## config.mk

```make
export PLATFORM = sky130hd
export DESIGN_NAME = rvex_finish
export DESIGN_NICKNAME = d
export VERILOG_FILES = /design/src/rtl/rvex_pkg.sv /design/src/rtl/rvex_finish.sv
export SDC_FILE = /design/constraint.sdc
export NUM_CORES = 1
export LEC_CHECK = 0
export BUFFER_PORTS_ARGS = -buffer_cell sky130_fd_sc_hd__buf_2
export CORE_AREA = 2 2 185 187
export DETAILED_ROUTE_END_ITERATION = 8
export DIE_AREA = 0 0 187 189
export PLACE_DENSITY = 0.67
export SLEW_MARGIN = 20
export SYNTH_ARGS = -nofsm -noshare
export SYNTH_HDL_FRONTEND = slang
export SYNTH_SLANG_ARGS = --single-unit
```

## constraint.sdc

```tcl
create_clock -name i_clk -period 5.7 [get_ports i_clk]
set_input_delay 0.57 -clock i_clk [delete_from_list [all_inputs] [get_ports i_clk]]
set_output_delay 0.57 -clock i_clk [all_outputs]
set_load 0.01 [all_outputs]
```

## src/rtl/rvex_pkg.sv

```systemverilog
// Shared types, codes and helpers for the RV64IM execute core.
package rvex_pkg;

    localparam int XLEN = 64;

    typedef enum logic [5:0] {
        F_LUI    = 6'd0,  F_AUIPC = 6'd1,  F_JAL   = 6'd2,  F_JALR  = 6'd3,
        F_BEQ    = 6'd4,  F_BNE   = 6'd5,  F_BLT   = 6'd6,  F_BGE   = 6'd7,
        F_BLTU   = 6'd8,  F_BGEU  = 6'd9,
        F_ADDI   = 6'd10, F_SLTI  = 6'd11, F_SLTIU = 6'd12, F_XORI  = 6'd13,
        F_ORI    = 6'd14, F_ANDI  = 6'd15, F_SLLI  = 6'd16, F_SRLI  = 6'd17,
        F_SRAI   = 6'd18,
        F_ADD    = 6'd19, F_SUB   = 6'd20, F_SLL   = 6'd21, F_SLT   = 6'd22,
        F_SLTU   = 6'd23, F_XOR   = 6'd24, F_SRL   = 6'd25, F_SRA   = 6'd26,
        F_OR     = 6'd27, F_AND   = 6'd28,
        F_ADDIW  = 6'd29, F_SLLIW = 6'd30, F_SRLIW = 6'd31, F_SRAIW = 6'd32,
        F_ADDW   = 6'd33, F_SUBW  = 6'd34, F_SLLW  = 6'd35, F_SRLW  = 6'd36,
        F_SRAW   = 6'd37,
        F_MUL    = 6'd38, F_MULH  = 6'd39, F_MULHSU = 6'd40, F_MULHU = 6'd41,
        F_DIV    = 6'd42, F_DIVU  = 6'd43, F_REM   = 6'd44, F_REMU  = 6'd45,
        F_MULW   = 6'd46, F_DIVW  = 6'd47, F_DIVUW = 6'd48, F_REMW  = 6'd49,
        F_REMUW  = 6'd50
    } t_func;

    // how the finish stage builds the destination value
    typedef enum logic [2:0] {
        K_ALU, K_MUL, K_MULW, K_MULH, K_DIVQ, K_DIVR
    } t_kind;

    typedef struct packed {
        t_kind            kind;
        logic             word;
        logic             neg;
        logic             rd_write;
        logic             redirect;
        logic [XLEN-1:0]  target;
        logic [4:0]       dest;
    } t_ctl;

    // front -> product combine
    typedef struct packed {
        t_ctl             ctl;
        logic [XLEN-1:0]  p00;
        logic [XLEN-1:0]  p01;
        logic [XLEN-1:0]  p10;
        logic [XLEN-1:0]  p11;
        logic [XLEN-1:0]  aux;
        logic [XLEN-1:0]  quo;
        logic [XLEN-1:0]  dvs;
    } t_front;

    // item moving along the divider cells
    typedef struct packed {
        t_ctl             ctl;
        logic [XLEN-1:0]  rem;
        logic [XLEN-1:0]  quo;
        logic [XLEN-1:0]  dvs;
        logic [XLEN-1:0]  aux;
    } t_cell;

    function automatic logic [XLEN-1:0] sx32(input logic [XLEN-1:0] v);
        return {{32{v[31]}}, v[31:0]};
    endfunction

endpackage

```

## src/rtl/rvex_finish.sv

```systemverilog
// Result select, sign fix-up and output register.
module rvex_finish
    import rvex_pkg::*;
(
    input  logic             i_clk,
    input  logic             i_rst_n,
    input  logic             i_valid,
    input  t_cell            i_item,
    input  logic             i_stall,
    output logic             o_ready,
    output logic             o_valid,
    output logic [XLEN-1:0]  o_rd_value,
    output logic             o_rd_write,
    output logic [4:0]       o_dest_out,
    output logic             o_redirect,
    output logic [XLEN-1:0]  o_redirect_target
);

    logic            r_valid;
    logic [XLEN-1:0] r_rd_value;
    t_ctl            r_ctl;
    logic [XLEN-1:0] n_rd_value;
    logic [XLEN-1:0] dv;

    assign dv = (i_item.ctl.kind == K_DIVR) ? i_item.rem : i_item.quo;

    always_comb begin
        logic [XLEN-1:0] sd;
        sd = i_item.ctl.neg ? (-dv) : dv;
        case (i_item.ctl.kind)
            K_MUL:          n_rd_value = i_item.quo;
            K_MULW:         n_rd_value = sx32(i_item.quo);
            K_MULH:         n_rd_value = i_item.rem - i_item.aux;
            K_DIVQ, K_DIVR: n_rd_value = i_item.ctl.word ? sx32(sd) : sd;
            default:        n_rd_value = i_item.aux;
        endcase
    end

    assign o_ready = !r_valid || !i_stall;

    always_ff @(posedge i_clk) begin
        if (!i_rst_n) begin
            r_valid <= 1'b0;
        end else if (o_ready) begin
            r_valid <= i_valid;
        end
    end

    always_ff @(posedge i_clk) begin
        if (o_ready && i_valid) begin
            r_rd_value <= n_rd_value;
            r_ctl      <= i_item.ctl;
        end
    end

    assign o_valid           = r_valid;
    assign o_rd_value        = r_rd_value;
    assign o_rd_write        = r_ctl.rd_write;
    assign o_dest_out        = r_ctl.dest;
    assign o_redirect        = r_ctl.redirect;
    assign o_redirect_target = r_ctl.target;

endmodule
```

==> reports/metrics.yaml <==
floorplanning:
  die-area_mm2: 0.0353
  core_area_mm2: 0.0333
  die_width_um: 187
  initial_core_util: 0.403
  pin_count: 473
  die_h_um: 189
  rows: 67
worst_setup_path:
  worstSetupStartpoint: "i_item[192]"
  cp.required_ps: 5880
  crit_slowest_cell: "o21ai_0"
  r2r-start: "o_valid"
  max_stage_delay_ps: 750
  cp-end-kind: "flip-flop"
  path_cells: "buf_2 -> inv_1 -> ha_1 -> fa_1 -> nor2b_1 -> o31a_1 -> a21oi_1 -> o21ai_0 -> o2111ai_1 -> a211oi_1 -> nor4_1 -> o31ai_1 -> xnor2_1 -> o22ai_1"
  ff2ff_path_depth: 3
  arrival_ps: 4550
  crit_fanout: 5
  start_kind: "primary input"
  worstSetupPathType: "in2reg"
global_routing:
  antenna_found_initial: 2
  grt_max_degree: 60
  first_global_vias: 14055
  grt_pass1_wl_um: 82700
  use_met3: 0.0582
  use_met2: 0.489
  busiest_layer: "met2"
  use_met1: 0.406
  gr-total-overflow: 0
  track_usage: 0.304
logic_synthesis:
  synth-seq-cells: 136
  ys_seq_area_frac: 0.304
  yosysTopAreaCellShare: 0.302
  synth_top_area_cell: "edfxtp_1"
  synth_top_flop_cell: "edfxtp_1"
  synth_area_leaders: "edfxtp_1 30%, ha_1 6.1%, a21oi_1 5.3%"
  synth_edf_count: 135
  yosysWarnings: 0
  yosysUniqueCellTypes: 93
  netlist_area_mm2: 0.0134
  syn_inst: 1608
  synth_area_per_cell_um2: 8.35
  postSynth.asyncResetShare: 0
  syn-num-nets: 2010
hold_path:
  hp-start: "i_item[268]"
  min_path_type: "in2reg"
  whs_path_depth: 1
cells_and_area:
  nets: 2372
  stdcell_area_mm2: 0.0165
  area_growth_pct: 23.3
  drive_gt1_frac: 0.264
  num-fill-cells: 3248
  fin_cells: 2431
routing:
  drtIter0Drc: 1478
  wl_um: 55200
  route.detailed.drc: 0
  viasPerCell: 6.02
  antenna_left: 0
  first_pass_iters: 6
  wl_per_cell_um: 22.7
  vias: 14626
timing:
  setup_slack_ps: 1330
  slew_viol_final: 0
  relSlewSlack: 0.384
  tightest_slew_ps: 914
  finalCritPeriodShare: 0.766
  tns_ps: 0
  fmax_mhz: 229
  finalCriticalPeriod_ps: 4370
  setup_viol: 0
  clock_skew_ps: 8.50
  rsz0062_at_grt: "false"
  hold_viol_final: 0
power_and_ir_drop:
  pwr_density_cell_mw_per_mm2: 225
  power_mw: 3.73
  power.leakage_nw: 7.03
  ir_worst_vdd_uv: 225
place:
  numPlacedInstances: 2399
  place_congestion: 0.969
  place_ws_ps: 1070
  hpwl_um: 42200
  dpl-instance-area_mm2: 0.0159
  io_buffers: 408
clock_network:
  cts_tree: "yes"
  clk_pin_slew_ps: 70
  htree_levels: 4
  clock-sinks: 136
  root_buffer: "clkbuf_16"
  post-cts-setup-buffer-count: 0
  clock_latency_ps: 460
  postCtsHoldBufs: 0
  cts_resized: 0
  cts-buffers-inserted: 17
  clock_path_buffers: 2
outcome:
  status: "complete, no violations"
job:
  cap_violations: 0
-- report_power, final --
group | leakage (nW) | internal [mW] | switching, mW
clock network | 0.323 | 0.826 | 0.486
registers | 1.31 | 1.20 | 0.0192
logic | 5.40 | 0.461 | 0.734
-- sequential cells by signal (all words and copies together) (netlist names) --
name               flops
o_valid                1
o_dest_out             5
o_rd_write             1
o_redirect_target     64
o_redirect             1
o_rd_value            64
-- cell type report --
class | instances | area [um2] | share of cell area
diodes | 1 | 2.50 | 0.000151
multi-input cells | 1291 | 8650 | 0.523
inverters | 87 | 327 | 0.0197
flip-flops and latches | 136 | 4070 | 0.246
well taps | 448 | 561 | 0.0339
repair buffers | 437 | 2260 | 0.137
clock inverters | 13 | 240 | 0.0145
clock buffers | 18 | 429 | 0.0259
-- cells in the mapped netlist, types with 18 or more instances --
library cell and number:
edfxtp_1 135, buf_2 26, nor3_1 64, ha_1 65, nand4_1 18, a32oi_1 18
a21oi_1 143, nor2_1 121, nand3_1 24, o21ai_0 119, clkbuf_1 53, mux2i_1 65
xnor2_1 52, or3_1 18, nand2_1 159, a21o_1 28, nor4_1 22, xor2_1 60
inv_1 85
-- worst max-delay path: cells and delay by family --
kind                     cells  cell delay, ps
adder cells (fa/ha/maj)      2             580
AO/OA/AOI/OAI                7            2670
AND/OR/NAND/NOR              2             350
XOR/XNOR                     1             160
buffers and inverters        2             230
-- worst paths after layout --
check | end | slack (ps)
hold / removal | o_redirect_target[7] | 280
hold reg to reg | o_valid | 580
setup / recovery | o_rd_value[62] | 1330
setup reg to reg | o_rd_value[15] | 3610
-- metal layers --
| layer | routed length, um | part of all wire |
|---|---|---|
| met2 | 25200 | 0.46 |
| met1 | 23700 | 0.43 |
| met3 | 4620 | 0.084 |
| met4 | 1680 | 0.030 |
| met5 | 13 | 0.00024 |
-- metrics by stage --
step / utilization / hold slack, ps
global route: 0.497 / 263
detailed placement: 0.477 / 582
floorplan: - / 546
finish: 0.497 / 281
global placement: 0.477 / 507
CTS: 0.497 / 258
-- layout by cell type, fill, tap and decap left out, drive strengths merged, types with 7 or more instances in the layout --
cell / count
buf: 437
nand2: 160
a21oi: 143
edfxtp: 135
o21ai: 135
nor2: 121
inv: 92
mux2i: 65
ha: 65
nor3: 64
xor2: 60
xnor2: 52
a21o: 28
nor4: 26
nand3: 24
nand4: 18
or3: 18
a32oi: 18
clkbuf: 18
a211oi: 17
nor2b: 16
o21bai: 15
o21a: 15
a31oi: 15
o22ai: 14
o31ai: 13
o211ai: 12
or2: 12
nand3b: 12
a22oi: 11
and3: 10
a222oi: 8
mux2: 7
nand2b: 7
mux4: 7
and2: 7
or4: 7
-- kinds of logic (layout without fill, tap and decap cells) --
group	count (synthesis)	after routing	synth area share
mux	79	79	0.0661
fa+ha+maj	69	69	0.0643
xor+xnor	112	112	0.0731
buf+inv	181	555	0.0544
flops	136	136	0.304
other cells	0	1	0
simple gates	522	522	0.193
compound gates	509	509	0.245
No activity file was read; power rests on OpenSTA's default activity.
