**config.mk**
```make
export PLATFORM = sky130hd
export DESIGN_NAME = rvex_mulsum
export DESIGN_NICKNAME = d
export VERILOG_FILES = /design/src/rtl/rvex_pkg.sv /design/src/rtl/rvex_mulsum.sv
export SDC_FILE = /design/constraint.sdc
export NUM_CORES = 1
export LEC_CHECK = 0
export BUFFER_PORTS_ARGS = -buffer_cell sky130_fd_sc_hd__buf_2
export CAP_MARGIN = 20
export CORE_AREA = 2 2 332 334
export CTS_BUF_LIST = sky130_fd_sc_hd__clkbuf_16
export DETAILED_ROUTE_END_ITERATION = 10
export DIE_AREA = 0 0 334 336
export HOLD_SLACK_MARGIN = 0.05
export PLACE_DENSITY = 0.41
export SETUP_SLACK_MARGIN = 0.2
export SLEW_MARGIN = 25
export SYNTH_ARGS = -nofsm -noshare
export SYNTH_HDL_FRONTEND = slang
export SYNTH_SLANG_ARGS = --single-unit
```
**constraint.sdc**
```tcl
create_clock -name i_clk -period 9 [get_ports i_clk]
set_input_delay 0.45 -clock i_clk [delete_from_list [all_inputs] [get_ports i_clk]]
set_output_delay 0.45 -clock i_clk [all_outputs]
set_load 0.05 [all_outputs]
```
**src/rtl/rvex_pkg.sv**
```systemverilog
// Shared types, codes and helpers for the RV64IM execute core.
package rvex_pkg;

    localparam int XLEN = 64;

    typedef enum logic [5:0] {
        F_LUI    = 6'd0,  F_AUIPC = 6'd1,  F_JAL   = 6'd2,  F_JALR  = 6'd3,
        F_BEQ    = 6'd4,  F_BNE   = 6'd5,  F_BLT   = 6'd6,  F_BGE   = 6'd7,
        F_BLTU   = 6'd8,  F_BGEU  = 6'd9,
        F_ADDI   = 6'd10, F_SLTI  = 6'd11, F_SLTIU = 6'd12, F_XORI  = 6'd13,
        F_ORI    = 6'd14, F_ANDI  = 6'd15, F_SLLI  = 6'd16, F_SRLI  = 6'd17,
        F_SRAI   = 6'd18,
        F_ADD    = 6'd19, F_SUB   = 6'd20, F_SLL   = 6'd21, F_SLT   = 6'd22,
        F_SLTU   = 6'd23, F_XOR   = 6'd24, F_SRL   = 6'd25, F_SRA   = 6'd26,
        F_OR     = 6'd27, F_AND   = 6'd28,
        F_ADDIW  = 6'd29, F_SLLIW = 6'd30, F_SRLIW = 6'd31, F_SRAIW = 6'd32,
        F_ADDW   = 6'd33, F_SUBW  = 6'd34, F_SLLW  = 6'd35, F_SRLW  = 6'd36,
        F_SRAW   = 6'd37,
        F_MUL    = 6'd38, F_MULH  = 6'd39, F_MULHSU = 6'd40, F_MULHU = 6'd41,
        F_DIV    = 6'd42, F_DIVU  = 6'd43, F_REM   = 6'd44, F_REMU  = 6'd45,
        F_MULW   = 6'd46, F_DIVW  = 6'd47, F_DIVUW = 6'd48, F_REMW  = 6'd49,
        F_REMUW  = 6'd50
    } t_func;

    // how the finish stage builds the destination value
    typedef enum logic [2:0] {
        K_ALU, K_MUL, K_MULW, K_MULH, K_DIVQ, K_DIVR
    } t_kind;

    typedef struct packed {
        t_kind            kind;
        logic             word;
        logic             neg;
        logic             rd_write;
        logic             redirect;
        logic [XLEN-1:0]  target;
        logic [4:0]       dest;
    } t_ctl;

    // front -> product combine
    typedef struct packed {
        t_ctl             ctl;
        logic [XLEN-1:0]  p00;
        logic [XLEN-1:0]  p01;
        logic [XLEN-1:0]  p10;
        logic [XLEN-1:0]  p11;
        logic [XLEN-1:0]  aux;
        logic [XLEN-1:0]  quo;
        logic [XLEN-1:0]  dvs;
    } t_front;

    // item moving along the divider cells
    typedef struct packed {
        t_ctl             ctl;
        logic [XLEN-1:0]  rem;
        logic [XLEN-1:0]  quo;
        logic [XLEN-1:0]  dvs;
        logic [XLEN-1:0]  aux;
    } t_cell;

    function automatic logic [XLEN-1:0] sx32(input logic [XLEN-1:0] v);
        return {{32{v[31]}}, v[31:0]};
    endfunction

endpackage

```
**src/rtl/rvex_mulsum.sv**
```systemverilog
// Sums the four partial products into the full 128-bit product.
module rvex_mulsum
    import rvex_pkg::*;
(
    input  logic    i_clk,
    input  logic    i_rst_n,
    input  logic    i_valid,
    input  t_front  i_item,
    input  logic    i_ready,
    output logic    o_ready,
    output logic    o_valid,
    output t_cell   o_item
);

    logic              r_valid;
    t_cell             r_item;
    t_cell             n_item;
    logic [2*XLEN-1:0] prod;

    assign prod = {i_item.p11, i_item.p00}
                + {32'b0, i_item.p01, 32'b0}
                + {32'b0, i_item.p10, 32'b0};

    always_comb begin
        n_item.ctl = i_item.ctl;
        n_item.aux = i_item.aux;
        n_item.dvs = i_item.dvs;
        if (i_item.ctl.kind == K_MUL || i_item.ctl.kind == K_MULW
            || i_item.ctl.kind == K_MULH) begin
            n_item.rem = prod[2*XLEN-1:XLEN];
            n_item.quo = prod[XLEN-1:0];
        end else begin
            n_item.rem = '0;
            n_item.quo = i_item.quo;
        end
    end

    assign o_ready = !r_valid || i_ready;

    always_ff @(posedge i_clk) begin
        if (!i_rst_n) begin
            r_valid <= 1'b0;
        end else if (o_ready) begin
            r_valid <= i_valid;
        end
    end

    always_ff @(posedge i_clk) begin
        if (o_ready && i_valid) begin
            r_item <= n_item;
        end
    end

    assign o_valid = r_valid;
    assign o_item  = r_item;

endmodule

```
==> reports/metrics.cfg <==
[yosys]
syn_area_sq_um = 16900
avgSynthCellArea_sq_um = 12.6
synth_warnings = 0
ys_async_sr_fraction_pct = 0
synth_fp_nets = 2003
synth_seq_cells = 333
synth_edf_count = 332
netlist_instances = 1346
seq_area_frac_synth_pct = 59.0
synth_ff_type = edfxtp_1
yosysUniqueCellTypes = 63

[worst_setup_path]
worst_r2r_path_depth = 3
worstPathCellList = buf_2, fa_1, ha_1, inv_1, fa_1, nor2b_1, o21bai_1, a31oi_1, o211ai_1, a2111oi_1, o31ai_1, o21ai_2, nand4_1, xor2_1, nor2_1
critPathBufInv = 2
startpoint = i_item[257]
required_ns = 9.32
r2r_end = o_item[194]$_SDFFCE_PP0P_
cpMostUsedCell = fa_1
cp-start-kind = input port
crit_arrival_ns = 5.14
slowest_delay_ns = 0.80
crit_fanout = 15
path_class = in -> reg
cp-end-kind = flop
r2r-start = o_valid$_SDFFE_PN0N_
cp_slowest_cell = a2111oi_1
r2r_slack_ns = 6.44
crit_family = compound AO/OA/AOI/OAI gates

[cts]
cts_tree = built
cts-root-buf = clkbuf_16
htreeDepth = 2
clkTransAtPathRegs_ns = 0.06
postCtsSetupRepairBufs = 0
cts_sinks = 333
cts_buffer_depth = 3
numCtsBuffers = 44
clkLatencyLatePin_ns = 0.59

[global_routing]
top_usage_layer = met2
use_met2_pct = 26.0
track_usage_pct = 15.5
grtUsageMet3_pct = 4.48
grt_pass1_vias = 15600
grt_pass1_wl_um = 122000
grt_use_met1_pct = 18.2
antenna_found_initial = 20
overflow = 0
grt_max_degree = 145

[hold_path]
hp-class = in -> reg
hold_path.startpoint = i_rst_n
hold_depth = 2
min_to = o_valid$_SDFFE_PN0N_

[timing]
period_needed_ns = 4.83
rsz0062_at_grt = no
worst_slew_pin_slew_ns = 1.05
fin_ws_ns = 4.17
finalCritPeriodShare_pct = 53.6
slew_headroom_pct = 30.1
setup_viol = 0
fmax_mhz = 207
fin_worst_skew_ns = 0.0109
hold_ws_ns = 0.104
hold_violations = 0
slew_viol_final = 0
setup_tns_ns = 0

[floorplanning]
rows = 121
core_area_sq_um = 108000
die_h_um = 336
ios = 862
die-area_sq_um = 112000
die_w_um = 334
start_util_pct = 15.6

[power]
p_clk_share_pct = 32.1
powerDensity_nw_per_um2 = 205
p_sw_uw = 2000
power_frac_seq_pct = 35.1
p_int_uw = 3390
comb_power_share_pct = 32.8
switching_share_pct = 37.1
p_leak_uw = 0.0113
power_uw = 5400
peakVddDrop_mv = 0.115

[finish]
fin_nets = 3078
syn2layout_area_growth_pct = 55.8
drive_gt1_share_pct = 38.8
postLayoutCellArea_sq_um = 26400
fillCellCount = 11800

[run_status]
status = finished, final reports clean

[placement]
gp_congestion = 0.856
portBuffers = 861
place_area_sq_um = 22900
dpl.hpwl_um = 75100
pre_cts_ws_ns = 3.31

[flow_run]
maxCapViolCount = 0

[route]
remaining_drc_errors = 0
drt_pre_antenna_iters = 5
postRouteAntennaNets = 0
drt-initial-drc-count = 731
wl_per_cell_um = 23.5
wl_um = 91300
num_vias = 15400
vias_per_cell = 3.98

==> repair_timing <==
item / 4_1_cts / 5_1_grt
hold endpoints to repair: 204 / 0
hold buffers: 204 / 0
resized for setup: 0 / 0
==> through the flow <==
| step | util, % | instances |
|---|---|---|
| 3_3_place_gp | 21.2 | 3585 |
| 6_report | 24.3 | 3880 |
| 2_1_floorplan | - | 1346 |
| 5_1_grt | 24.3 | 3874 |
| 3_5_place_dp | 21.2 | 3585 |
| 4_1_cts | 24.3 | 3871 |
==> power groups by stage <==
stage / Clock, uW / Combinational (uW) / Sequential [uW]
after CTS: 1800 / 1790 / 1900
after floorplan: 0 / 660 / 2340
after detailed placement: 0 / 1700 / 1930
final: 1730 / 1770 / 1900
after global routing: 1850 / 1900 / 1910
after global placement: 0 / 1710 / 1930
==> worst max path at each step <==
stage,end,slack [ns],cells after the start
after global routing,o_item[249]$_SDFFCE_PP0P_,3.82,15
after CTS,o_item[255]$_SDFFCE_PP0P_,3.96,15
after floorplan,o_item[0]$_DFFE_PP_,3.41,2
final,o_item[237]$_SDFFCE_PP0P_,4.17,15
after global placement,o_item[239]$_SDFFCE_PP0P_,3.39,15
after detailed placement,o_item[255]$_SDFFCE_PP0P_,3.31,15
==> layer usage <==
layer	share of wire, %	routed length, um
met5	0.080	73
met4	5.0	4540
met3	7.9	7260
met2	48	43600
met1	39	35800
==> cells in the mapped netlist, types with 7 or more instances <==
master / count / area share (%)
a31oi_1: 9 / 0.33
nand3_1: 25 / 0.74
and3_1: 20 / 0.74
and2_1: 13 / 0.48
nor3_1: 21 / 0.62
xor2_1: 44 / 2.3
clkbuf_1: 37 / 0.82
nor2b_1: 7 / 0.26
edfxtp_1: 332 / 59
xnor2_1: 45 / 2.3
nand2_1: 198 / 4.4
buf_2: 8 / 0.24
nor2_1: 107 / 2.4
fa_1: 65 / 7.7
a21oi_1: 78 / 2.3
nand4_1: 31 / 1.1
a211oi_1: 7 / 0.31
a21o_1: 38 / 1.7
o21ai_0: 67 / 2.0
o21bai_1: 19 / 0.84
ha_1: 64 / 4.7
inv_1: 25 / 0.55
==> cell families (layout without fill, tap and decap cells) <==
family          after synthesis  in the layout  synth area share [%]
xor+xnor                     89             89                  4.60
simple gates                450            450                  12.0
other cells                   0              9                     0
fa+ha+maj                   129            129                  12.4
flops                       333            333                  59.0
buf+inv                      73           1184                  1.74
compound gates              272            272                  10.2
==> flip-flops by register name (all words and copies together) (netlist names) <==
| signal | count |
|---|---|
| o_item | 332 |
| o_valid | 1 |
==> cells in the final DEF, fill, tap and decap left out, types with 5 or more instances in the layout <==
master | synthesis | layout
and2_1 | 13 | 12
buf_4 | 3 | 11
xor2_1 | 44 | 44
nand3_1 | 25 | 25
o21bai_1 | 19 | 19
inv_1 | 25 | 37
a211oi_1 | 7 | 7
nor2b_1 | 7 | 7
o31ai_1 | 5 | 5
a21oi_1 | 78 | 78
edfxtp_1 | 332 | 332
a31oi_1 | 9 | 9
a221oi_1 | 5 | 5
clkinv_2 | 0 | 9
nand2_1 | 198 | 198
clkbuf_16 | 0 | 44
buf_2 | 8 | 861
ha_1 | 64 | 64
clkinv_1 | 0 | 7
and3_1 | 20 | 20
nor3_1 | 21 | 21
dlygate4sd3_1 | 0 | 204
nor2_1 | 107 | 106
nand4_1 | 31 | 31
o21ai_0 | 67 | 67
diode_2 | 0 | 9
a21o_1 | 38 | 38
fa_1 | 65 | 65
xnor2_1 | 45 | 45
==> final cells by class <==
class	count	area, sq um	area share [%]
Sequential cell	333	9990	37.9
Multi-Input combinational cell	940	6670	25.3
Timing Repair Buffer	1077	6450	24.5
Tap cell	1414	1770	6.71
Clock buffer	44	1100	4.17
Clock inverter	38	285	1.08
Inverter	25	93.8	0.356
Antenna cell	9	22.5	0.0854
Power figures use the tool's default switching activity.
