File: src/rtl/rvex_pkg.sv
// Shared types, codes and helpers for the RV64IM execute core.
package rvex_pkg;

    localparam int XLEN = 64;

    typedef enum logic [5:0] {
        F_LUI    = 6'd0,  F_AUIPC = 6'd1,  F_JAL   = 6'd2,  F_JALR  = 6'd3,
        F_BEQ    = 6'd4,  F_BNE   = 6'd5,  F_BLT   = 6'd6,  F_BGE   = 6'd7,
        F_BLTU   = 6'd8,  F_BGEU  = 6'd9,
        F_ADDI   = 6'd10, F_SLTI  = 6'd11, F_SLTIU = 6'd12, F_XORI  = 6'd13,
        F_ORI    = 6'd14, F_ANDI  = 6'd15, F_SLLI  = 6'd16, F_SRLI  = 6'd17,
        F_SRAI   = 6'd18,
        F_ADD    = 6'd19, F_SUB   = 6'd20, F_SLL   = 6'd21, F_SLT   = 6'd22,
        F_SLTU   = 6'd23, F_XOR   = 6'd24, F_SRL   = 6'd25, F_SRA   = 6'd26,
        F_OR     = 6'd27, F_AND   = 6'd28,
        F_ADDIW  = 6'd29, F_SLLIW = 6'd30, F_SRLIW = 6'd31, F_SRAIW = 6'd32,
        F_ADDW   = 6'd33, F_SUBW  = 6'd34, F_SLLW  = 6'd35, F_SRLW  = 6'd36,
        F_SRAW   = 6'd37,
        F_MUL    = 6'd38, F_MULH  = 6'd39, F_MULHSU = 6'd40, F_MULHU = 6'd41,
        F_DIV    = 6'd42, F_DIVU  = 6'd43, F_REM   = 6'd44, F_REMU  = 6'd45,
        F_MULW   = 6'd46, F_DIVW  = 6'd47, F_DIVUW = 6'd48, F_REMW  = 6'd49,
        F_REMUW  = 6'd50
    } t_func;

    // how the finish stage builds the destination value
    typedef enum logic [2:0] {
        K_ALU, K_MUL, K_MULW, K_MULH, K_DIVQ, K_DIVR
    } t_kind;

    typedef struct packed {
        t_kind            kind;
        logic             word;
        logic             neg;
        logic             rd_write;
        logic             redirect;
        logic [XLEN-1:0]  target;
        logic [4:0]       dest;
    } t_ctl;

    // front -> product combine
    typedef struct packed {
        t_ctl             ctl;
        logic [XLEN-1:0]  p00;
        logic [XLEN-1:0]  p01;
        logic [XLEN-1:0]  p10;
        logic [XLEN-1:0]  p11;
        logic [XLEN-1:0]  aux;
        logic [XLEN-1:0]  quo;
        logic [XLEN-1:0]  dvs;
    } t_front;

    // item moving along the divider cells
    typedef struct packed {
        t_ctl             ctl;
        logic [XLEN-1:0]  rem;
        logic [XLEN-1:0]  quo;
        logic [XLEN-1:0]  dvs;
        logic [XLEN-1:0]  aux;
    } t_cell;

    function automatic logic [XLEN-1:0] sx32(input logic [XLEN-1:0] v);
        return {{32{v[31]}}, v[31:0]};
    endfunction

endpackage

File: src/rtl/rvex_div_cell.sv
// One restoring-division step: one quotient bit per cell.
module rvex_div_cell
    import rvex_pkg::*;
(
    input  logic   i_clk,
    input  logic   i_rst_n,
    input  logic   i_valid,
    input  t_cell  i_item,
    input  logic   i_ready,
    output logic   o_ready,
    output logic   o_valid,
    output t_cell  o_item
);

    logic            r_valid;
    t_cell           r_item;
    t_cell           n_item;
    logic [XLEN+1:0] diff;
    logic [XLEN:0]   shifted;

    assign shifted = {i_item.rem, i_item.quo[XLEN-1]};
    assign diff    = {1'b0, shifted} - {2'b0, i_item.dvs};

    always_comb begin
        n_item = i_item;
        if (i_item.ctl.kind == K_DIVQ || i_item.ctl.kind == K_DIVR) begin
            n_item.quo = {i_item.quo[XLEN-2:0], !diff[XLEN+1]};
            n_item.rem = diff[XLEN+1] ? shifted[XLEN-1:0] : diff[XLEN-1:0];
        end
    end

    assign o_ready = !r_valid || i_ready;

    always_ff @(posedge i_clk) begin
        if (!i_rst_n) begin
            r_valid <= 1'b0;
        end else if (o_ready) begin
            r_valid <= i_valid;
        end
    end

    always_ff @(posedge i_clk) begin
        if (o_ready && i_valid) begin
            r_item <= n_item;
        end
    end

    assign o_valid = r_valid;
    assign o_item  = r_item;

endmodule

File: config.mk
export PLATFORM = sky130hd
export DESIGN_NAME = rvex_div_cell
export DESIGN_NICKNAME = d
export VERILOG_FILES = /design/src/rtl/rvex_pkg.sv /design/src/rtl/rvex_div_cell.sv
export SDC_FILE = /design/constraint.sdc
export NUM_CORES = 1
export LEC_CHECK = 0
export ABC_AREA = 1
export BUFFER_PORTS_ARGS = -buffer_cell sky130_fd_sc_hd__buf_2
export CORE_UTILIZATION = 25
export CTS_BUF_LIST = sky130_fd_sc_hd__clkbuf_4 sky130_fd_sc_hd__clkbuf_8
export DETAILED_ROUTE_END_ITERATION = 7
export REMOVE_ABC_BUFFERS = 1
export SLEW_MARGIN = 20
export SYNTH_ARGS = -nofsm -noshare
export SYNTH_HDL_FRONTEND = slang
export SYNTH_SLANG_ARGS = --single-unit
File: constraint.sdc
create_clock -name i_clk -period 36.2 [get_ports i_clk]
set_input_delay 3.62 -clock i_clk [delete_from_list [all_inputs] [get_ports i_clk]]
set_output_delay 3.62 -clock i_clk [all_outputs]
set_load 0.05 [all_outputs]
==> run_results.csv, run 1 <==
group,metric,value,unit
timing,finClkSkew,15.42,ps
power,p_leak,12.13,nW
routing,firstDrtPassIters,5,
finish,drive_gt1_share,27.77,%
timing,fin_crit_sh,21.41,%
global_routing,first_global_vias,16653,
die,fp.coreArea,0.07210,mm²
synth,ys_seq_area_share,54.46,%
power,power,1.108,mW
die,die-height,272.9,µm
critical_path,cp.arrival,4130,ps
clocking,cts_inserted_buffers,61,
timing,clock.fmax,0.1290,GHz
critical_path,cp_slowest_cell,"buf_2",
synth,synth_area,0.01834,mm²
clocking,htreeDepth,2,
die,die_area,0.07445,mm²
timing,slew_violations,0,
critical_path,end_kind,"output pin",
routing,drc,0,
synth,async_flop_share,0,%
synth,synth_top_area_share,54.36,%
die,num_rows,98,
clocking,cts_setup_buffers,0,
critical_path,cp.required,32580,ps
placement,io_buffers,669,
placement,gp_congestion,0.9581,
clocking,cts_tree,"done",
critical_path,cp_cell_sequence,"buf_2 -> inv_1 -> nand2_1 -> buf_2",
timing,rsz0062_at_grt,"false",
routing,vias,17031,
critical_path,critPathKind,"in2out",
routing,antenna_left,0,
clocking,cts_buffer_depth,3,
die,die_w,272.9,µm
global_routing,grt_overflow,0,
routing,wl_per_cell,23.01,µm
routing,routed_wl,89.44,mm
timing,final_hold_viol_count,0,
synth,synth_flop_cell,"edfxtp_1",
synth,ys_ff_latch,333,
global_routing,grt_max_degree,177,
routing,drt_iter0_drc,1043,
power,vdd_ir_drop_max,33.99,µV
synth,syn-instance-count,2178,
die,ioPinCount,670,
finish,final_nets,3281,
finish,areaGrowthSynthToFinish,30.69,%
synth,synth.largest_area_cell,"edfxtp_1",
global_routing,antenna_found_initial,44,
synth,yosysWarnings,0,
run_status,status,"completed",
critical_path,path_buf_inv,3,
clocking,clk_pin_slew,60,ps
power,p_per_area,46.22,mW/mm²
routing,vias_per_cell,4.382,
timing,relSlewSlack,23.39,%
run,cap_violations,0,
min_path,hold_depth,2,
timing,finalCriticalPeriod,7751,ps
synth,synth_enable_flop_cells,332,
placement,dp_hpwl,74.11,mm
global_routing,grt.total_usage,23.21,%
global_routing,grt_pass1_wl,121.6,mm
synth,synth_top_cells_by_area,"edfxtp_1, nand2_1, inv_1, ha_1, nand3_1",
timing,tns,0,ps
timing,tightest_slew,1149,ps
finish,mostFrequentLayoutCell,"nand2_1",
critical_path,cp_top_family,"buffers and inverters",
clocking,cts_hold_buf,0,
critical_path,r2r_cells,3,
critical_path,crit_fanout,2,
finish,final_cell_mix,"nand2_1, buf_2, inv_1",
clocking,cts-root-buf,"clkbuf_8",
synth,synth_cell_types,38,
die,initial_core_util,25.44,%
timing,setup_viol,0,
critical_path,cpMostUsedCell,"buf_2",
critical_path,cp_num_cells,4,
min_path,hold_path.class,"reg2reg",
critical_path,start_kind,"input pin",
clocking,cts.repair.resized,0,
clocking,clock-sinks,333,
clocking,insertion_delay,660,ps
critical_path,cp_slowest_stage_delay,220,ps
synth,syn_area_per_cell,8.421,µm²
[final timing paths]
path            from           to  slack, ps
max          i_ready      o_ready      28450
min          o_valid      o_valid        570
max reg2reg  o_valid  o_item[253]      33270
min reg2reg  o_valid      o_valid        570
[routing by layer]
metal  vias up  track usage, %  wire [µm]
li1       8324               -          -
met1      7904           24.06      32320
met2       620           44.02      47260
met3       149           6.748       6465
met4        34           7.880       3188
met5         -               0        214
[worst reg2reg max path: cells and delay by family, from the launching register on]
kind,cells,cell delay [ps]
AOI/OAI and AO/OA,1,400
buffers and inverters,2,1480
DFF,1,340
[cell usage after synthesis (7+ instances only)]
| library cell | count |
|---|---|
| xnor2_1 | 19 |
| nand3b_1 | 10 |
| ha_1 | 64 |
| inv_2 | 13 |
| inv_1 | 385 |
| o21ai_1 | 12 |
| nor2_1 | 152 |
| a21oi_1 | 49 |
| edfxtp_1 | 332 |
| clkbuf_1 | 24 |
| o21bai_1 | 23 |
| nor3_1 | 13 |
| nand3_1 | 135 |
| nor2_2 | 8 |
| buf_2 | 7 |
| o21ai_0 | 15 |
| nand4_1 | 16 |
| nand2_1 | 841 |
| xor2_1 | 17 |
[stage by stage]
stage | setup slack [ps] | instances | utilization [%] | cell area [µm²] | hold WS (ps)
6_report | 28450 | 3887 | 33.25 | 23970 | 568.1
5_1_grt | 28380 | 3878 | 33.22 | 23950 | 640.0
4_1_cts | 28450 | 3877 | 33.18 | 23920 | 566.4
3_5_place_dp | 28450 | 3766 | 31.58 | 22770 | 552.3
3_3_place_gp | 28440 | 3766 | 31.58 | 22770 | 557.4
2_1_floorplan | 15500 | 2139 | - | 18140 | 1107
[where the power goes]
part | switching [mW] | leakage (nW) | internal [mW]
clock | 0.172 | 0.619 | 0.183
sequential | 0.00674 | 3.23 | 0.457
combinational | 0.219 | 8.29 | 0.0711
total | 0.397 | 12.1 | 0.711
[logic make-up (layout without fill, tap and decap cells)]
kind of cell,after synthesis,in the layout,share of synthesized area [%]
AO/OA/AOI/OAI,106,106,3.363
XOR/XNOR,36,36,1.719
adder cells (fa/ha/maj),65,65,4.475
buffers and inverters,437,1187,9.237
flip-flops,333,333,54.46
other,0,9,0
AND/OR/NAND/NOR,1201,1201,26.74
[area by class of cell]
cell class	count	area, µm²
Tap cell	950	1189
Multi-Input combinational cell	1408	6676
Clock inverter	32	175.2
Antenna cell	9	22.52
Inverter	398	1495
Clock buffer	79	974.7
Timing Repair Buffer	678	3448
Fill cell	7781	48130
Sequential cell	333	9990
[state kept, by name, summed over array words and instances (netlist names)]
register	count
o_item	332
o_valid	1
Power figures use the tool's default switching activity.
==> run 2, diff against run 1 <==
--- a/config.mk
+++ b/config.mk
@@ -5,11 +5,12 @@
 export SDC_FILE = /design/constraint.sdc
 export NUM_CORES = 1
 export LEC_CHECK = 0
-export ABC_AREA = 1
+export ABC_AREA = 0
 export BUFFER_PORTS_ARGS = -buffer_cell sky130_fd_sc_hd__buf_2
-export CORE_UTILIZATION = 25
+export CORE_AREA = 2 2 257 259
 export CTS_BUF_LIST = sky130_fd_sc_hd__clkbuf_4 sky130_fd_sc_hd__clkbuf_8
 export DETAILED_ROUTE_END_ITERATION = 7
+export DIE_AREA = 0 0 259 261
 export REMOVE_ABC_BUFFERS = 1
 export SLEW_MARGIN = 20
 export SYNTH_ARGS = -nofsm -noshare
==> constraint.sdc (replaced) <==
create_clock -name i_clk -period 7.2 [get_ports i_clk]
set_input_delay 0.72 -clock i_clk [delete_from_list [all_inputs] [get_ports i_clk]]
set_output_delay 0.72 -clock i_clk [all_outputs]
set_load 0.05 [all_outputs]
==> run 2 against run 1 <==
Global-route usage is 7.2 points lower. Setup slack worse by 26000 ps. Via count is 20% lower. Critical endpoint is now o_item[234]. Highest routed layer unchanged.
==> run_results.csv, run 2 <==
group,metric,value,unit
timing,finalCriticalPeriod,4339,ps
timing,clock.fmax,0.2305,GHz
clocking,insertion_delay,630,ps
synth,synth.largest_area_cell,"edfxtp_1",
die,die_area,0.06760,mm²
timing,fin_ws,2861,ps
clocking,cts-root-buf,"clkbuf_8",
synth,ys_ff_latch,333,
routing,vias_per_cell,4.528,
synth,synth_flop_cell,"edfxtp_1",
critical_path,cp.required,7530,ps
clocking,cts_setup_buffers,0,
critical_path,start_kind,"input pin",
die,die_w,259,µm
synth,synth_top_cells_by_area,"edfxtp_1, nand2_1, ha_1, a21oi_1, o21ai_0",
clocking,cts_buffer_depth,3,
critical_path,r2r-end,"o_item[188]",
min_path,hold_end,"o_item[285]",
critical_path,cp.arrival,4670,ps
synth,synth.most_common_cell,"edfxtp_1",
global_routing,grt_max_degree,165,
die,num_rows,94,
finish,areaGrowthSynthToFinish,34.18,%
synth,syn_area_per_cell,11.33,µm²
routing,vias,13655,
clocking,cts_tree,"done",
finish,final_nets,2494,
critical_path,end_kind,"flip-flop",
routing,wl_per_cell,19.30,µm
min_path,hold_path.class,"in2reg",
power,p_leak,9.646,nW
timing,fin_crit_sh,60.27,%
finish,drive_gt1_share,36.90,%
critical_path,r2r_setup_slack,4990,ps
die,fp.coreArea,0.06504,mm²
run_status,status,"completed",
placement,dp_hpwl,46.05,mm
global_routing,grt_overflow,0,
synth,synth_top_area_share,61.95,%
clocking,cts.repair.resized,0,
timing,finClkSkew,20.66,ps
finish,largest_reg_flops,332,
die,initial_core_util,24.75,%
synth,ys_seq_area_share,62.07,%
finish,mostFrequentLayoutCell,"buf_2",
global_routing,first_global_vias,13278,
critical_path,crit_fanout,74,
min_path,min_from,"i_item[285]",
timing,fin_hold_ws,262.4,ps
synth,synthTopCellsByCount,"edfxtp_1, nand2_1, a21oi_1, o21ai_0, nor2_1",
timing,rsz0062_at_grt,"false",
finish,multiInputGateArea,0.005524,mm²
run,cap_violations,0,
routing,firstDrtPassIters,5,
clocking,cts_hold_buf,0,
global_routing,grt_pass1_wl,82.28,mm
min_path,hold_depth,1,
routing,antenna_left,0,
die,die-height,261,µm
routing,drt_iter0_drc,1055,
finish,final_cell_mix,"buf_2, edfxtp_1, nand2_1",
global_routing,grt.total_usage,15.98,%
critical_path,r2r_start,"o_valid",
power,p_per_area,255.5,mW/mm²
synth,synth_enable_flop_cells,332,
finish,regArea,0.009990,mm²
placement,io_buffers,669,
timing,slew_violations,0,
clocking,clock-sinks,333,
timing,final_hold_viol_count,0,
timing,setup_viol,0,
synth,syn-instance-count,1421,
finish,fill_cells,6619,
synth,async_flop_share,0,%
timing,tightest_slew,1050,ps
timing,relSlewSlack,30.00,%
synth,synth_area,0.01609,mm²
critical_path,critPathKind,"in2reg",
synth,synth_cell_types,63,
routing,drc,0,
synth,yosysWarnings,0,
power,power,5.518,mW
die,ioPinCount,670,
finish,post-route-util,33.20,%
placement,place_ws,2244,ps
placement,gp_congestion,0.8827,
clocking,cts_inserted_buffers,57,
clocking,clk_pin_slew,70,ps
clocking,htreeDepth,2,
critical_path,r2r_cells,3,
power,vdd_ir_drop_max,121.2,µV
timing,tns,0,ps
global_routing,antenna_found_initial,24,
routing,routed_wl,58.20,mm
-- run 2: changes by cell type after synthesis, sizes merged, moves of 13 or more --
cell	change
nor2	-77
a31oi	+14
o21a	+13
xnor2	+18
nand2	-555
clkbuf	+16
a21oi	+70
o21ai	+73
inv	-318
nand3	-122
a21o	+39
-- run 2: worst max path at each step --
stage | endpoint | slack, ps | depth (start not counted) | from
after floorplan | o_item[0] | -2280 | 2 | i_ready
after global placement | o_item[236] | 2320 | 15 | i_item[70]
after detailed placement | o_item[231] | 2240 | 14 | i_item[70]
after CTS | o_item[234] | 2930 | 14 | i_item[70]
after global routing | o_item[215] | 2560 | 15 | i_item[70]
final | o_item[234] | 2860 | 14 | i_item[70]
-- run 2: through the flow --
| stage | area [µm²] | cells |
|---|---|---|
| 3_5_place_dp | 20320 | 2898 |
| 6_report | 21590 | 3016 |
| 3_3_place_gp | 20320 | 2898 |
| 5_1_grt | 21590 | 3015 |
| 4_1_cts | 21570 | 3005 |
| 2_1_floorplan | 15790 | 1358 |
-- run 2: kinds of logic after synthesis --
group / synth area share [%]
flip-flops: 62.07
adder cells (fa/ha/maj): 5.100
AND/OR/NAND/NOR: 12.02
XOR/XNOR: 3.102
multiplexers: 0.7464
AO/OA/AOI/OAI: 13.23
buffers and inverters: 3.732
-- run 2: per-layer routing --
metal / GRT usage, % / share of wire (%) / vias up
met2: 27.35 / 49 / 534
met4: 5.154 / 2.6 / 20
met5: 0 / 0.23 / -
li1: - / - / 6491
met1: 18.88 / 39 / 6500
met3: 5.333 / 9.1 / 110
-- run 2: critical path, stage by stage --
cell and delay [ps]:
buf_2 100, inv_1 40, ha_1 360, a211oi_1 270, o21bai_1 170, and3b_1 250
o21ai_1 170, o21ai_2 400, o21ai_2 170, a2111oi_0 410, or2_4 800, buf_4 440
mux2i_1 220, o21ai_0 100
-- run 2: final cells by class --
type                       instances  share of cell area [%]
multi-input combinational        945                   25.58
clock inverter                    31                   1.333
tap                              864                   5.006
timing repair buffer             676                   15.86
inverter                          80                   1.391
sequential                       333                   46.26
clock buffer                      76                   4.438
antenna                           11                  0.1275
-- run 2: where the power goes --
part,internal (mW),switching (mW)
logic,0.363,0.959
clock network,1.05,0.812
registers,2.30,0.0329
==> run 3, diff against run 2 <==
--- a/config.mk
+++ b/config.mk
@@ -5,12 +5,11 @@
 export SDC_FILE = /design/constraint.sdc
 export NUM_CORES = 1
 export LEC_CHECK = 0
-export ABC_AREA = 0
+export ABC_AREA = 1
 export BUFFER_PORTS_ARGS = -buffer_cell sky130_fd_sc_hd__buf_2
-export CORE_AREA = 2 2 257 259
+export CORE_UTILIZATION = 25
 export CTS_BUF_LIST = sky130_fd_sc_hd__clkbuf_4 sky130_fd_sc_hd__clkbuf_8
 export DETAILED_ROUTE_END_ITERATION = 7
-export DIE_AREA = 0 0 259 261
 export REMOVE_ABC_BUFFERS = 1
 export SLEW_MARGIN = 20
 export SYNTH_ARGS = -nofsm -noshare
==> constraint.sdc (replaced) <==
create_clock -name i_clk -period 3.6 [get_ports i_clk]
set_input_delay 0.36 -clock i_clk [delete_from_list [all_inputs] [get_ports i_clk]]
set_output_delay 0.36 -clock i_clk [all_outputs]
set_load 0.05 [all_outputs]
==> run 3 against run 2 <==
Die area grew 10%. Clock skew up 28 ps. Critical path type unchanged. Total power up 120%. Sequential power up 100%. Register-to-register slack worse by 3200 ps. Flip-flop and latch count is the same. Non-clock buffer count is 340 higher. Clock power rose by 120%. Routed wire length grew 61%. Highest routed layer unchanged. Via count rose by 37%. Combinational power increased by 150%.
==> run_results.csv, run 3 (same netlist as run 1, synthesis figures left out) <==
group,metric,value,unit
power,power,12.02,mW
finish,drive_gt1_share,25.67,%
power,vdd_ir_drop_max,303.9,µV
power,p_sw_share,35.35,%
critical_path,path_buf_inv,8,
critical_path,cp_top_family,"buffers and inverters",
clocking,cts-root-buf,"clkbuf_8",
power,p_per_area,436.5,mW/mm²
global_routing,grt_pass1_wl,129.9,mm
finish,mostFrequentLayoutCell,"nand2_1",
timing,relSlewSlack,39.90,%
finish,final_nets,3625,
critical_path,cpMostUsedCell,"nand2_1",
finish,areaGrowthSynthToFinish,50.13,%
critical_path,start_kind,"input pin",
timing,finalCriticalPeriod,3343,ps
clocking,cts_inserted_buffers,67,
routing,drt_iter0_drc,1277,
power,p_int,7.771,mW
power,p_leak,13.65,nW
power,seq_power_share,38.9,%
clocking,clock-sinks,333,
timing,slew_violations,0,
critical_path,cp_slowest_stage_delay,630,ps
critical_path,cp_slowest_cell,"dlygate4sd3_1",
timing,tightest_slew,901.6,ps
placement,place_ws,578.0,ps
critical_path,cp_num_cells,20,
routing,routed_wl,93.62,mm
min_path,hold_depth,3,
critical_path,cp.required,4120,ps
min_path,min_from,"i_item[151]",
placement,gp_congestion,0.9447,
critical_path,end_kind,"flip-flop",
die,die-height,272.9,µm
die,die_area,0.07445,mm²
timing,fin_ws,256.7,ps
critical_path,startpoint,"i_item[95]",
global_routing,grt.total_usage,24.49,%
clocking,clk_pin_slew,60,ps
die,die_w,272.9,µm
timing,finClkSkew,49.11,ps
routing,vias,18724,
clocking,cts_tree,"done",
global_routing,first_global_vias,18688,
critical_path,r2r_cells,3,
clocking,cts_buffer_depth,3,
min_path,hold_path.class,"in2reg",
placement,io_buffers,669,
die,initial_core_util,25.44,%
critical_path,critPathKind,"in2reg",
timing,final_hold_viol_count,0,
critical_path,r2r_setup_slack,1820,ps
timing,fin_crit_sh,92.87,%
routing,drc,0,
routing,wl_per_cell,22.12,µm
global_routing,grt_max_degree,138,
finish,final_cell_mix,"nand2_1, buf_2, inv_1",
timing,clock.fmax,0.2991,GHz
finish,largest_reg_flops,332,
die,num_rows,98,
timing,setup_viol,0,
power,comb_power_share,27.3,%
critical_path,r2r_start,"o_valid",
timing,rsz0062_at_grt,"false",
die,ioPinCount,670,
placement,dp_hpwl,74.65,mm
power,switching_power,4.249,mW
global_routing,antenna_found_initial,20,
run_status,status,"completed",
routing,firstDrtPassIters,5,
critical_path,cp.arrival,3870,ps
critical_path,crit_fanout,9,
critical_path,cp_cell_sequence,"dlygate4sd3_1 -> buf_2 -> inv_1 -> ha_1 -> nand2_1 -> nor2_2 -> inv_2 -> nor2_2 -> nand2_1 -> nand2_1 -> inv_1 -> nand2_2 -> nand2_4 -> nand2_4 -> nand2_4 -> inv_2 -> buf_12 -> nand2_1 -> nand3_1 -> dlygate4sd3_1",
routing,antenna_left,0,
die,fp.coreArea,0.07210,mm²
power,pwr-share-clk,33.9,%
routing,vias_per_cell,4.423,
clocking,insertion_delay,660,ps
clocking,htreeDepth,3,
global_routing,grt_overflow,0,
run,cap_violations,0,
==> run 3: cell count changes in the layout (fill, tap and decap cells not counted), moves of 66 or more <==
cell,before,now
nor2_1,84,150
o21ai_0,88,15
inv_1,80,385
nand3_1,18,135
a21oi_1,122,48
nand2_1,293,841
dlygate4sd3_1,0,319
==> run 3: path summary, 6_finish.rpt <==
path	end
worst max-delay path	o_item[223]
worst min-delay path	o_item[151]
worst max register to register	o_item[62]
worst min register to register	o_item[323]
==> run 3: area by class of cell <==
class	count	area (µm²)
antenna	7	17.52
clock buffer	81	1027
clock inverter	40	312.8
fill	7425	44560
inverter	398	1495
multi-input combinational	1408	6679
sequential	333	9990
tap	950	1189
timing repair buffer	1016	6827
==> run 3: layer usage <==
metal | part of all wire [%] | track usage [%] | vias to the layer above
li1 | - | - | 9004
met1 | 36 | 25.77 | 8755
met2 | 51 | 44.32 | 733
met3 | 6.7 | 5.667 | 208
met4 | 6.2 | 14.52 | 24
met5 | 0.15 | 0 | -
==> run 3: power groups by stage <==
stage / logic [mW] / registers [mW] / clock network [mW]
final: 3.28 / 4.67 / 4.07
after detailed placement: 2.96 / 4.74 / 0
after CTS: 3.29 / 4.67 / 4.19
after global routing: 3.51 / 4.69 / 4.35
after floorplan: 1.02 / 5.75 / 0
after global placement: 2.96 / 4.74 / 0
==> run 3: through the flow <==
stage                     util, %  hold WS, ps  TNS (ps)  area (µm²)  std cells
after floorplan                 -        458.9  -5104700       18140       2139
after global placement      31.88        536.7         0       22980       3786
after detailed placement    31.88        538.2         0       22980       3786
after CTS                   38.16        1.692         0       27520       4226
after global routing        38.17        33.87         0       27520       4227
final                       38.19        63.76         0       27540       4233
==> run 3: what timing repair did <==
item / 4_1_cts / 5_1_grt
resized for setup: 0 / 1
buffers inserted: 0 / 0
hold buffers: 319 / 0
endpoints found under the setup margin: 0 / 2
hold endpoints to repair: 295 / 0
==> run 3: worst min-delay path, stage by stage <==
cell     delay [ps]
buf_2           100
nand2_1          70
nand2_1          50
